### src/sv/vclc_pkg.sv
// Shared types and constants for the voxel chunk LRU cache.
package vclc_pkg;

  localparam int unsigned COORD_W = 16;
  localparam int unsigned SLOT_W  = 3;
  localparam int unsigned VIDX_W  = 12;
  localparam int unsigned EPOS_W  = 12;

  typedef struct packed {
    logic signed [COORD_W-1:0] voxel_x;
    logic signed [COORD_W-1:0] voxel_y;
    logic signed [COORD_W-1:0] voxel_z;
  } in_word_t;

  typedef struct packed {
    logic                     hit;
    logic [SLOT_W-1:0]        slot;
    logic [VIDX_W-1:0]        voxel_index;
    logic                     evict_valid;
    logic signed [EPOS_W-1:0] evict_chunk_x;
    logic signed [EPOS_W-1:0] evict_chunk_y;
    logic signed [EPOS_W-1:0] evict_chunk_z;
  } out_word_t;

  typedef struct packed {
    logic load_in;
    logic commit;
  } cmd_t;

  typedef enum logic {
    ST_IDLE,
    ST_LOOK
  } state_e;

endpackage

### src/sv/vclc_ctrl.sv
// Control state machine: input capture, lookup commit and output valid.
module vclc_ctrl (
  input  logic          clk_i,
  input  logic          rst_ni,
  input  logic          in_valid_i,
  output logic          in_stall_o,
  output logic          out_valid_o,
  input  logic          out_stall_i,
  output vclc_pkg::cmd_t cmd_o
);
  import vclc_pkg::*;

  state_e state_q, state_d;
  logic   out_valid_q, out_valid_d;

  always_ff @(posedge clk_i or negedge rst_ni) begin
    if (!rst_ni) begin
      state_q     <= ST_IDLE;
      out_valid_q <= 1'b0;
    end else begin
      state_q     <= state_d;
      out_valid_q <= out_valid_d;
    end
  end

  always_comb begin
    state_d       = state_q;
    out_valid_d   = out_valid_q;
    cmd_o.load_in = 1'b0;
    cmd_o.commit  = 1'b0;
    if (out_valid_q && !out_stall_i) begin
      out_valid_d = 1'b0;
    end
    unique case (state_q)
      ST_IDLE: begin
        if (in_valid_i) begin
          cmd_o.load_in = 1'b1;
          state_d       = ST_LOOK;
        end
      end
      ST_LOOK: begin
        if (!out_valid_q || !out_stall_i) begin
          cmd_o.commit = 1'b1;
          out_valid_d  = 1'b1;
          state_d      = ST_IDLE;
        end
      end
      default: state_d = ST_IDLE;
    endcase
  end

  assign in_stall_o  = (state_q != ST_IDLE);
  assign out_valid_o = out_valid_q;

endmodule

### src/sv/vclc_dpath.sv
// Datapath: coordinate split, tag table, LRU ages and output register.
module vclc_dpath #(
  parameter int unsigned CHUNK_EDGE   = 16,
  parameter int unsigned ACTIVE_SLOTS = 8,
  parameter int unsigned COORD_BITS   = 16
) (
  input  logic               clk_i,
  input  logic               rst_ni,
  input  vclc_pkg::cmd_t     cmd_i,
  input  vclc_pkg::in_word_t in_word_i,
  output vclc_pkg::out_word_t out_word_o
);
  import vclc_pkg::*;

  localparam int unsigned SHIFT  = $clog2(CHUNK_EDGE);
  localparam int unsigned CPOS_W = COORD_BITS - SHIFT;
  localparam int unsigned POS_W  = 3 * CPOS_W;
  localparam int unsigned SW     = (ACTIVE_SLOTS > 1) ? $clog2(ACTIVE_SLOTS) : 1;
  localparam int unsigned CNT_W  = $clog2(ACTIVE_SLOTS + 1);
  localparam int unsigned EXT_W  = (CPOS_W > EPOS_W) ? CPOS_W : EPOS_W;
  localparam int unsigned CAT_W  = 3 * SHIFT;

  logic [COORD_BITS-1:0] cx_q, cy_q, cz_q;
  logic [POS_W-1:0]      pos_q [ACTIVE_SLOTS];
  logic [SW-1:0]         age_q [ACTIVE_SLOTS];
  logic [CNT_W-1:0]      fill_q;
  out_word_t             out_q;

  logic [POS_W-1:0]        key;
  logic [ACTIVE_SLOTS-1:0] occ, match, oldest;
  logic                    hit, full;
  logic [SW-1:0]           hit_idx, victim_idx, slot_idx, old_age;
  logic [POS_W-1:0]        victim_pos;
  logic signed [CPOS_W-1:0] vx, vy, vz;
  logic signed [EXT_W-1:0]  ex, ey, ez;
  logic [CAT_W-1:0]         cat;
  out_word_t               res;

  always_comb begin
    key = {cx_q[COORD_BITS-1:SHIFT], cy_q[COORD_BITS-1:SHIFT], cz_q[COORD_BITS-1:SHIFT]};
    hit_idx    = '0;
    victim_idx = '0;
    for (int i = 0; i < ACTIVE_SLOTS; i++) begin
      occ[i]    = CNT_W'(i) < fill_q;
      match[i]  = occ[i] && (pos_q[i] == key);
      oldest[i] = age_q[i] == SW'(ACTIVE_SLOTS - 1);
    end
    for (int i = ACTIVE_SLOTS - 1; i >= 0; i--) begin
      if (match[i]) begin
        hit_idx = SW'(i);
      end
      if (oldest[i]) begin
        victim_idx = SW'(i);
      end
    end
    hit  = |match;
    full = fill_q == CNT_W'(ACTIVE_SLOTS);
    priority if (hit) begin
      slot_idx = hit_idx;
      old_age  = age_q[hit_idx];
    end else if (!full) begin
      slot_idx = SW'(fill_q);
      old_age  = SW'(fill_q);
    end else begin
      slot_idx = victim_idx;
      old_age  = SW'(ACTIVE_SLOTS - 1);
    end
    victim_pos = pos_q[victim_idx];
    vx = victim_pos[3*CPOS_W-1:2*CPOS_W];
    vy = victim_pos[2*CPOS_W-1:CPOS_W];
    vz = victim_pos[CPOS_W-1:0];
    ex = EXT_W'(vx);
    ey = EXT_W'(vy);
    ez = EXT_W'(vz);
    cat = {cx_q[SHIFT-1:0], cy_q[SHIFT-1:0], cz_q[SHIFT-1:0]};
    res.hit           = hit;
    res.slot          = SLOT_W'(slot_idx);
    res.voxel_index   = VIDX_W'(cat);
    res.evict_valid   = !hit && full;
    res.evict_chunk_x = res.evict_valid ? ex[EPOS_W-1:0] : '0;
    res.evict_chunk_y = res.evict_valid ? ey[EPOS_W-1:0] : '0;
    res.evict_chunk_z = res.evict_valid ? ez[EPOS_W-1:0] : '0;
  end

  always_ff @(posedge clk_i or negedge rst_ni) begin
    if (!rst_ni) begin
      fill_q <= '0;
    end else if (cmd_i.commit && !hit && !full) begin
      fill_q <= fill_q + 1'b1;
    end
  end

  always_ff @(posedge clk_i) begin
    if (cmd_i.load_in) begin
      cx_q <= COORD_BITS'($unsigned(in_word_i.voxel_x));
      cy_q <= COORD_BITS'($unsigned(in_word_i.voxel_y));
      cz_q <= COORD_BITS'($unsigned(in_word_i.voxel_z));
    end
    if (cmd_i.commit) begin
      for (int i = 0; i < ACTIVE_SLOTS; i++) begin
        if (SW'(i) == slot_idx) begin
          age_q[i] <= '0;
        end else if (occ[i] && (age_q[i] < old_age)) begin
          age_q[i] <= age_q[i] + 1'b1;
        end
      end
      if (!hit) begin
        pos_q[slot_idx] <= key;
      end
      out_q <= res;
    end
  end

  assign out_word_o = out_q;

endmodule

### src/sv/voxel_chunk_lru_cache.sv
// Voxel chunk LRU cache top level: controller and datapath.
// Each word is captured, then looked up, aged and written to the output register;
// no new word is taken until that lookup commits.
// The lookup cycle waits while the output register holds an untaken result.
// Reset: asynchronous, active low; clears state, output valid and fill count.
// Tag and age entries are not reset; only filled slots are ever looked at.
module voxel_chunk_lru_cache #(
  parameter int unsigned CHUNK_EDGE   = 16,
  parameter int unsigned ACTIVE_SLOTS = 8,
  parameter int unsigned COORD_BITS   = 16
) (
  input  logic                clk_i,
  input  logic                rst_ni,
  input  logic                in_valid_i,
  output logic                in_stall_o,
  input  vclc_pkg::in_word_t  in_word_i,
  output logic                out_valid_o,
  input  logic                out_stall_i,
  output vclc_pkg::out_word_t out_word_o
);
  import vclc_pkg::*;

  cmd_t cmd;

  vclc_ctrl u_ctrl (
    .clk_i       (clk_i),
    .rst_ni      (rst_ni),
    .in_valid_i  (in_valid_i),
    .in_stall_o  (in_stall_o),
    .out_valid_o (out_valid_o),
    .out_stall_i (out_stall_i),
    .cmd_o       (cmd)
  );

  vclc_dpath #(
    .CHUNK_EDGE   (CHUNK_EDGE),
    .ACTIVE_SLOTS (ACTIVE_SLOTS),
    .COORD_BITS   (COORD_BITS)
  ) u_dpath (
    .clk_i      (clk_i),
    .rst_ni     (rst_ni),
    .cmd_i      (cmd),
    .in_word_i  (in_word_i),
    .out_word_o (out_word_o)
  );

endmodule

### config.mk
export PLATFORM = sky130hd
export DESIGN_NAME = voxel_chunk_lru_cache
export DESIGN_NICKNAME = d
export VERILOG_FILES = /design/src/sv/vclc_pkg.sv /design/src/sv/vclc_ctrl.sv /design/src/sv/vclc_dpath.sv /design/src/sv/voxel_chunk_lru_cache.sv
export SDC_FILE = /design/constraint.sdc
export NUM_CORES = 1
export LEC_CHECK = 0
export BUFFER_PORTS_ARGS = -buffer_cell sky130_fd_sc_hd__buf_2
export CAP_MARGIN = 20
export CORE_MARGIN = 5
export CORE_UTILIZATION = 62
export DETAILED_ROUTE_END_ITERATION = 10
export GPL_TIMING_DRIVEN = 0
export PLACE_DENSITY = 0.88
export SYNTH_ARGS = -nofsm -noshare
export SYNTH_HDL_FRONTEND = slang
export SYNTH_SLANG_ARGS = --single-unit
export TNS_END_PERCENT = 1
### constraint.sdc
create_clock -name clk_i -period 6.3 [get_ports clk_i]
set_clock_uncertainty 0.05 [all_clocks]
set_input_delay 0.315 -clock clk_i [delete_from_list [all_inputs] [get_ports clk_i]]
set_output_delay 0.315 -clock clk_i [all_outputs]
set_load 0.02 [all_outputs]
======== Word-level counts from Yosys, hierarchy flattened ========
Memory sizes are Yosys's and may differ from the RTL's. A register that Yosys moved wholly into a read port is not among the register bits.
Cells that the tools add are included.
word-level totals
  RAM bits ................................ 312
  memories kept ........................... 2
  latch bits .............................. 0
  word-level logic and storage cells ...... 194
  register bits ........................... 71
  bits in read-only memories .............. 0
  input bits .............................. 52
  output and inout bits ................... 55
memories
  name           words  width  read ports  clocked after memory_dff  write ports  RTL line          RTL
  u_dpath.pos_q  8      36     9           1                         1            vclc_dpath.sv:24  logic [POS_W-1:0] pos_q [ACTIVE_SLOTS];
  u_dpath.age_q  8      3      9           0                         8            vclc_dpath.sv:25  logic [SW-1:0] age_q [ACTIVE_SLOTS];
operators by class
  bitwise logic cells ..................... 9
  muxes and demuxes ....................... 96
  shifts and indexed selects .............. 0
  $lt $le $gt $ge ......................... 16
  eq/ne operators ......................... 24
  multiply operators ...................... 0
  $add $sub $neg .......................... 9
  reductions and logical operators ........ 28
  div/mod/pow operators ................... 0
operators with widths
  operator               number
  $eq A36 B36 Y1         8
  $mux W3                28
  $mux W1                67
  $add A3 B1 Y3 const B  8
  $eq A3 B3 Y1 const B   8
  $lt A3 B3 Y1           8
  $logic_and A1 B1 Y1    20
  $lt A3 B4 Y1 const A   4
  $eq A3 B3 Y1 const A   4
  $lt A1 B4 Y1 const A   2
  $lt A2 B4 Y1 const A   2
  $or A1 B1 Y1           8
  $reduce_or A8 Y1       1
  $eq A2 B3 Y1 const A   2
  $logic_not A1 Y1       5
  $add A4 B1 Y4 const B  1
  $eq A4 B4 Y1 const B   1
  $eq A1 B3 Y1 const A   1
  $logic_not A3 Y1       1
  $pmux W1 S2            1
  $logic_or A1 B1 Y1     1
  $not A1 Y1             1

======== Depth between registers and ports, before layout ========
Gate-level depths: netlist of run 1.
An unclocked memory read counts as a cell.
  depth in word-level cells ............... 19
  depth in mapped cells ................... 18

======== Modules after synthesis ========
From an unflattened synthesis of run 1, not the netlist that was laid out.
second synthesis, totals
  cells, all modules ...................... 1726
  area, all modules ....................... 21081.5 um2
modules (own cells, without submodules)
  module      cells an instance  sequential area each (um2)  times used  area each (um2)
  vclc_dpath  1720               12502.0                     1           20997.6
  vclc_ctrl   6                  50.0                        1           83.8

======== Least setup slack after synthesis of run 1 ========
No wires, ideal clock.
  path type ............................... register -> register
  from .................................... register u_dpath.cy_q[14]
  to ...................................... memory u_dpath.pos_q[6][0] (netlist name), enable pin
  arrival time ............................ 4.659 ns
  cell stages (with the launch flop) ...... 11
  buffers on the path ..................... 2
  slack ................................... 1.161 ns
  setup time .............................. 0.429 ns
  path through ............................ edfxtp_1 > buf_6 > xor2_1 > or4_1 > or4b_1 > or4_4 > a221oi_2 > o211ai_2 > buf_2 > a21o_1 > nor2_1
on the way
  longest elaborated chain between the ends .. 11
  elaborated cells between the ends (all ways) .. 29
  classes of those cells .................. eq/ne: 8; mux: 12; reduce/logical: 9
ends and longest elaborated chain
  element                   RTL line          RTL
  start: declaration        vclc_dpath.sv:23  logic [COORD_BITS-1:0] cx_q, cy_q, cz_q;
  start signal: assignment  vclc_dpath.sv:96  cy_q <= COORD_BITS'($unsigned(in_word_i.voxel_y));
  $eq A36 B36 Y1            vclc_dpath.sv:45  match[i] = occ[i] && (pos_q[i] == key);
  $logic_and A1 B1 Y1       vclc_dpath.sv:45
  $mux W3 (8 in series)     vclc_dpath.sv:49  if (match[i]) begin
  $mux W3                   vclc_dpath.sv:58  priority if (hit) begin
  end: declaration          vclc_dpath.sv:24
Parallel ways exist; a longest one is shown, timed or not.

==> flow_metrics.env, run 1 <==
export IMPL_wl_per_cell_um=35.4
export IMPL_multi_input_area_sq_um=7590
export IMPL_final_cell_mix="edfxtp_1, xnor2_1, buf_2, xor2_1, nand2_1"
export IMPL_power_density_nw_per_um2=507
export IMPL_highest_layer="met5"
export IMPL_worstSkewPairLatency_ns=0.59
export IMPL_cts_root_buf="clkbuf_16"
export IMPL_area_growth_pct=16.2
export IMPL_crit_fanout=10
export IMPL_finish_utilization=0.731
export IMPL_rsz0062_at_grt="false"
export IMPL_ant_nets=0
export IMPL_status="completed"
export IMPL_detail_route_vias_per_cell=6.93
export IMPL_overflow=0
export IMPL_syn_area_per_cell_sq_um=14.6
export IMPL_postPlaceCellArea_sq_um=21900
export IMPL_critPathSlowestCell="a21oi_1"
export IMPL_fin_crit_sh=0.966
export IMPL_register_area_sq_um=12600
export IMPL_ys_flop_type="edfxtp_1"
export IMPL_grt_pass1_vias=14300
export IMPL_min_period_ns=6.08
export IMPL_synthCells=1405
export IMPL_maxSlewHeadroom=0.249
export IMPL_syn_cell_area_sq_um=20500
export IMPL_antenna_found_initial=2
export IMPL_io_pins=107
export IMPL_start_kind="flop"
export IMPL_synth_edf_count=413
export IMPL_reg2reg_depth=17
export IMPL_drv_max_cap_violation_count=0
export IMPL_cts_made_buffers=42
export IMPL_clock_sinks=419
export IMPL_initial_core_util=0.629
export IMPL_nFillCells=1964
export IMPL_peakVddDrop_v=0.000408
export IMPL_clk_path_buf_depth=3
export IMPL_antenna_cells=0
export IMPL_ys_ff_latch=419
export IMPL_path_class="reg2reg"
export IMPL_rrSetupSlack_ns=0.22
export IMPL_cts_tree="done"
export IMPL_dr_wl_met3_um=9770
export IMPL_crit_buf_inv=2
export IMPL_leakagePower_uw=0.00795
export IMPL_drive_gt1_frac=0.196
export IMPL_tightest_slew_ns=1.13
export IMPL_critPathTopFamily="compound AO/OA/AOI/OAI gates"
export IMPL_end_kind="flop"
export IMPL_cts_setup_buffers=0
export IMPL_drv_slew=0
export IMPL_final_area_sq_um=23800
export IMPL_ys_async_sr_fraction=0.0143
export IMPL_layout_commonest_cell="edfxtp_1"
export IMPL_synth_nets=1484
export IMPL_path_cells="buf_2 > xor2_1 > or4_1 > or4b_1 > or4_4 > a221oi_2 > o211ai_2 > buf_2 > mux2_2 > nor2_1 > a21oi_1 > a21oi_1 > ha_1 > nor3_1 > o21ai_0 > o22a_1 > o21ai_0"
export IMPL_final_nets=1701
export IMPL_dr_pass1_iters=7
export IMPL_ys_seq_area_frac=0.614
export IMPL_num_rows=66
export IMPL_die_area_sq_um=36700
export IMPL_cts_max_level=2
export IMPL_crit_cells=17
export IMPL_route_met2_wl_um=33100
export IMPL_required_ns=6.52
export IMPL_critPathMaxStageDelay_ns=0.67
export IMPL_io_buffers=106
export IMPL_fin_ws_ns=0.216
export IMPL_fmax_mhz=164
export IMPL_yosysWarnings=0
export IMPL_drt_wl_total_um=74100
export IMPL_post_place_ws_ns=0.248
export IMPL_grt_pass1_wl_um=104000
export IMPL_hold_viol=0
export IMPL_synth_cell_types=63
export IMPL_path_clk_slew_ns=0.07
export IMPL_vias=14500
export IMPL_drt_iter0_drc=2338
export IMPL_final_setup_tns_ns=0
export IMPL_track_usage=0.406
export IMPL_gp_congestion=1.07
export IMPL_die_width_um=192
export IMPL_coreArea_sq_um=32500
export IMPL_drc=0
export IMPL_met1_length_um=25600
export IMPL_grt_max_degree=34
export IMPL_die_y_um=192
export IMPL_arrival_ns=6.31
export IMPL_setup_viol=0
export IMPL_dp_hpwl_um=55000
export IMPL_hp_class="in2async"
[per-layer routing]
metal | vias up | track usage
met1 | 7182 | 0.522
li1 | 5859 | -
met4 | 4 | 0.238
met3 | 255 | 0.130
met2 | 1209 | 0.613
met5 | - | 0
[cells in the mapped netlist (3+ instances only)]
| library cell | n | area [sq um] |
|---|---|---|
| edfxtp_1 | 413 | 12400 |
| xnor2_1 | 178 | 1560 |
| xor2_1 | 113 | 990 |
| nand2_1 | 99 | 372 |
| nand4_1 | 76 | 475 |
| mux4_2 | 72 | 1620 |
| nor4_1 | 60 | 375 |
| a21oi_1 | 48 | 240 |
| buf_2 | 31 | 155 |
| inv_1 | 30 | 113 |
| nor2_1 | 28 | 105 |
| ha_1 | 27 | 338 |
| clkbuf_1 | 24 | 90.1 |
| nand3_1 | 21 | 105 |
| a211oi_1 | 20 | 150 |
| nor3_1 | 18 | 90.1 |
| o21ai_0 | 14 | 70.1 |
| o211ai_1 | 10 | 75.1 |
| o22a_1 | 8 | 70.1 |
| buf_1 | 7 | 26.3 |
| nor2b_1 | 7 | 43.8 |
| nor4b_1 | 7 | 61.3 |
| dfrtp_1 | 6 | 150 |
| maj3_2 | 6 | 67.6 |
| nor3b_1 | 6 | 45.0 |
| or3_1 | 5 | 31.3 |
| or4_1 | 5 | 37.5 |
| and3_1 | 4 | 25.0 |
| mux2_2 | 4 | 45.0 |
| mux2i_1 | 4 | 40.0 |
| nand4b_1 | 4 | 35.0 |
| a211o_1 | 3 | 26.3 |
| a21boi_0 | 3 | 22.5 |
| and4_1 | 3 | 26.3 |
| o21ai_2 | 3 | 26.3 |
| o21bai_1 | 3 | 22.5 |
[cells by family (layout without fill, tap and decap cells)]
group                    Yosys count  count (layout)  share of synthesized area
flip-flops                       419             419                      0.614
AND/OR/NAND/NOR                  355             355                     0.0944
XOR/XNOR                         291             291                      0.125
AO/OA/AOI/OAI                    131             131                     0.0434
buffers and inverters             94             341                     0.0199
multiplexers                      80              80                     0.0834
adder cells (fa/ha/maj)           35              35                     0.0208
[worst register-to-register path, cell delays in order, from the launching register on]
cell	delay, ns
edfxtp_1	0.65
buf_2	0.40
xor2_1	0.19
or4_1	0.43
or4b_1	0.47
or4_4	0.55
a221oi_2	0.41
o211ai_2	0.22
buf_2	0.27
mux2_2	0.30
nor2_1	0.11
a21oi_1	0.07
a21oi_1	0.67
ha_1	0.29
nor3_1	0.05
o21ai_0	0.24
o22a_1	0.21
o21ai_0	0.17
[metrics by stage]
step                      std cells  power, uW  hold slack (ns)
after floorplan                1405       7330          -0.0306
final                          2094      12100           0.0361
after global placement         1953       9010            0.102
after CTS                      2093      11800           0.0578
after detailed placement       1968       9230            0.104
after global routing           2094      12400           0.0861
[where the power goes]
group / switching [uW] / leakage [uW] / internal [uW]
Sequential: 434 / 0.00387 / 3850
Combinational: 3350 / 0.00341 / 1840
Clock: 1110 / 0.000668 / 1480
Total: 4900 / 0.00795 / 7170
[layout make-up]
| class | count | share of cell area |
|---|---|---|
| sequential | 419 | 0.528 |
| clock buffer | 49 | 0.0453 |
| tap | 442 | 0.0233 |
| inverter | 30 | 0.00474 |
| clock inverter | 25 | 0.0126 |
| multi-input combinational | 892 | 0.319 |
| buffer | 64 | 0.0124 |
| timing repair buffer | 173 | 0.0545 |
[final timing paths]
path / end / startpoint
worst max-delay path: u_dpath.age_q[5][0]$_SDFFCE_PN0P_ / u_dpath.cz_q[15]$_DFFE_PP_
worst min-delay path: u_dpath.fill_q[1]$_DFFE_PN0P_ / rst_ni
worst max register to register: u_dpath.age_q[5][0]$_SDFFCE_PN0P_ / u_dpath.cz_q[15]$_DFFE_PP_
worst min register to register: u_dpath.out_word_o[46]$_DFFE_PP_ / u_dpath.cx_q[1]$_DFFE_PP_
max in group asynchronous: u_dpath.fill_q[3]$_DFFE_PN0P_ / rst_ni
min in group clk_i: u_dpath.out_word_o[46]$_DFFE_PP_ / u_dpath.cx_q[1]$_DFFE_PP_
[state kept, by name, indices dropped and copies added (netlist names)]
name and count:
u_ctrl.out_valid_o 1, u_ctrl.in_stall_o 1, u_dpath.age_q 24, u_dpath.fill_q 4, u_dpath.cy_q 16, u_dpath.cz_q 16
u_dpath.pos_q 288, u_dpath.out_word_o 53, u_dpath.cx_q 16
[repair_timing]
item / in CTS / in global routing
resized for setup: 0 / 2
hold endpoints to repair: 56 / 0
hold buffers: 51 / 0
setup endpoints to repair: 0 / 21
(Power assumes the default switching activity.)
==> run 2: changes to the inputs <==
PLACE_DENSITY = 0.9   (was 0.88)
==> flow_metrics.env, run 2 (synthesized netlist as in run 1, its figures left out) <==
export IMPL_status="completed"
export IMPL_leakagePower_uw=0.00803
export IMPL_route_met2_wl_um=34600
export IMPL_path_clk_slew_ns=0.07
export IMPL_final_setup_tns_ns=0
export IMPL_hold_viol=0
export IMPL_path_class="reg2reg"
export IMPL_area_growth_pct=16.9
export IMPL_coreArea_sq_um=32500
export IMPL_crit_buf_inv=2
export IMPL_tightest_slew_ns=1.09
export IMPL_met1_length_um=27100
export IMPL_required_ns=6.44
export IMPL_cts_root_buf="clkbuf_16"
export IMPL_die_width_um=192
export IMPL_dr_pass1_iters=6
export IMPL_layout_commonest_cell="edfxtp_1"
export IMPL_worstSkewPairLatency_ns=0.56
export IMPL_track_usage=0.414
export IMPL_grt_pass1_wl_um=106000
export IMPL_antenna_found_initial=4
export IMPL_final_cells=2098
export IMPL_end_kind="flop"
export IMPL_clock_sinks=419
export IMPL_crit_cells=15
export IMPL_crit_fanout=10
export IMPL_die_y_um=192
export IMPL_min_period_ns=6.19
export IMPL_path_cells="buf_2 > xnor2_1 > nand2_1 > or4b_1 > or4_4 > a221oi_2 > o211ai_2 > buf_2 > mux2i_1 > mux2_2 > a211oi_1 > a21oi_1 > ha_1 > or3_1 > o21ai_0"
export IMPL_detail_route_vias_per_cell=7.10
export IMPL_final_area_sq_um=23900
export IMPL_drv_slew=0
export IMPL_critPathTopFamily="simple AND/OR/NAND/NOR gates"
export IMPL_initial_core_util=0.629
export IMPL_grt_pass1_vias=14300
export IMPL_grt_max_degree=35
export IMPL_reg2reg_depth=15
export IMPL_critPathMaxStageDelay_ns=0.58
export IMPL_io_buffers=106
export IMPL_die_area_sq_um=36700
export IMPL_ant_nets=0
export IMPL_critPathSlowestCell="xnor2_1"
export IMPL_cts_max_level=2
export IMPL_cts_tree="done"
export IMPL_vias=14900
export IMPL_overflow=0
export IMPL_setup_viol=0
export IMPL_hold_slack_ns=0.148
export IMPL_arrival_ns=6.33
export IMPL_r2r_end="u_dpath.age_q[1][1]$_SDFFCE_PN0P_"
export IMPL_top_register="u_dpath.pos_q"
export IMPL_peakVddDrop_v=0.000426
export IMPL_p_total_uw=12400
export IMPL_r2r_start="u_dpath.cz_q[13]$_DFFE_PP_"
export IMPL_rrSetupSlack_ns=0.11
export IMPL_fin_crit_sh=0.982
export IMPL_dp_hpwl_um=55900
export IMPL_gp_congestion=1.07
export IMPL_drv_max_cap_violation_count=0
export IMPL_power_density_nw_per_um2=517
export IMPL_clk_path_buf_depth=3
export IMPL_drt_iter0_drc=2470
export IMPL_fmax_mhz=162
export IMPL_final_cell_mix="edfxtp_1, xnor2_1, buf_2, xor2_1, nand2_1"
export IMPL_start_kind="flop"
export IMPL_rsz0062_at_grt="false"
export IMPL_maxSlewHeadroom=0.265
export IMPL_drive_gt1_frac=0.200
export IMPL_dr_wl_met3_um=9880
export IMPL_largest_reg_flops=288
export IMPL_postPlaceCellArea_sq_um=21900
export IMPL_hp_class="in2async"
export IMPL_cpMostUsedCell="buf_2"
export IMPL_drc=0
export IMPL_io_pins=107
export IMPL_highest_layer="met5"
export IMPL_final_nets=1702
export IMPL_drt_wl_total_um=76200
export IMPL_wl_per_cell_um=36.3
export IMPL_cts_made_buffers=42
export IMPL_num_rows=66
export IMPL_dp_cells=1967
-- run 2: final cells by class --
type                       count  area, sq um
tap                          442          553
timing repair buffer         175         1340
clock buffer                  48         1090
antenna                        1         2.50
clock inverter                28          388
buffer                        63          292
inverter                      30          113
fill                        1923         8610
multi-input combinational    892         7590
sequential                   419        12600
-- run 2: worst max-delay path by stage --
stage          slack, ns                         startpoint                           endpoint
5_1_grt             0.01         u_dpath.cz_q[15]$_DFFE_PP_  u_dpath.age_q[4][1]$_SDFFCE_PN0P_
4_1_cts             0.24          u_dpath.cy_q[8]$_DFFE_PP_  u_dpath.age_q[1][1]$_SDFFCE_PN0P_
2_1_floorplan       1.16         u_dpath.cy_q[14]$_DFFE_PP_      u_dpath.pos_q[6][0]$_DFFE_PP_
3_3_place_gp       -2.51  u_dpath.age_q[5][0]$_SDFFCE_PN0P_     u_dpath.pos_q[2][13]$_DFFE_PP_
6_report            0.11         u_dpath.cz_q[13]$_DFFE_PP_  u_dpath.age_q[1][1]$_SDFFCE_PN0P_
3_5_place_dp        0.12          u_dpath.cz_q[8]$_DFFE_PP_  u_dpath.age_q[5][2]$_SDFFCE_PN0P_
-- run 2: stage by stage --
stage               setup WS, ns  utilization
floorplan                   1.16            -
global placement           -2.51        0.662
detailed placement         0.120        0.672
CTS                        0.243        0.733
global route              0.0119        0.735
finish                     0.111        0.735
-- run 2: per-layer routing --
| layer | GRT usage | vias to the layer above |
|---|---|---|
| li1 | - | 5868 |
| met5 | 0 | - |
| met2 | 0.639 | 1369 |
| met4 | 0.190 | 4 |
| met1 | 0.566 | 7428 |
| met3 | 0.0998 | 237 |
-- run 2: what timing repair did --
item	4_1_cts	5_1_grt
gates resized for setup	1	2
endpoints found under the hold margin	56	0
setup endpoints to repair	3	18
buffers inserted	0	0
pin swaps	0	0
hold buffers	51	0
-- run 2: where the power goes --
part | internal (uW) | switching (uW)
Clock | 1620 | 1090
Sequential | 3850 | 442
Combinational | 1900 | 3470
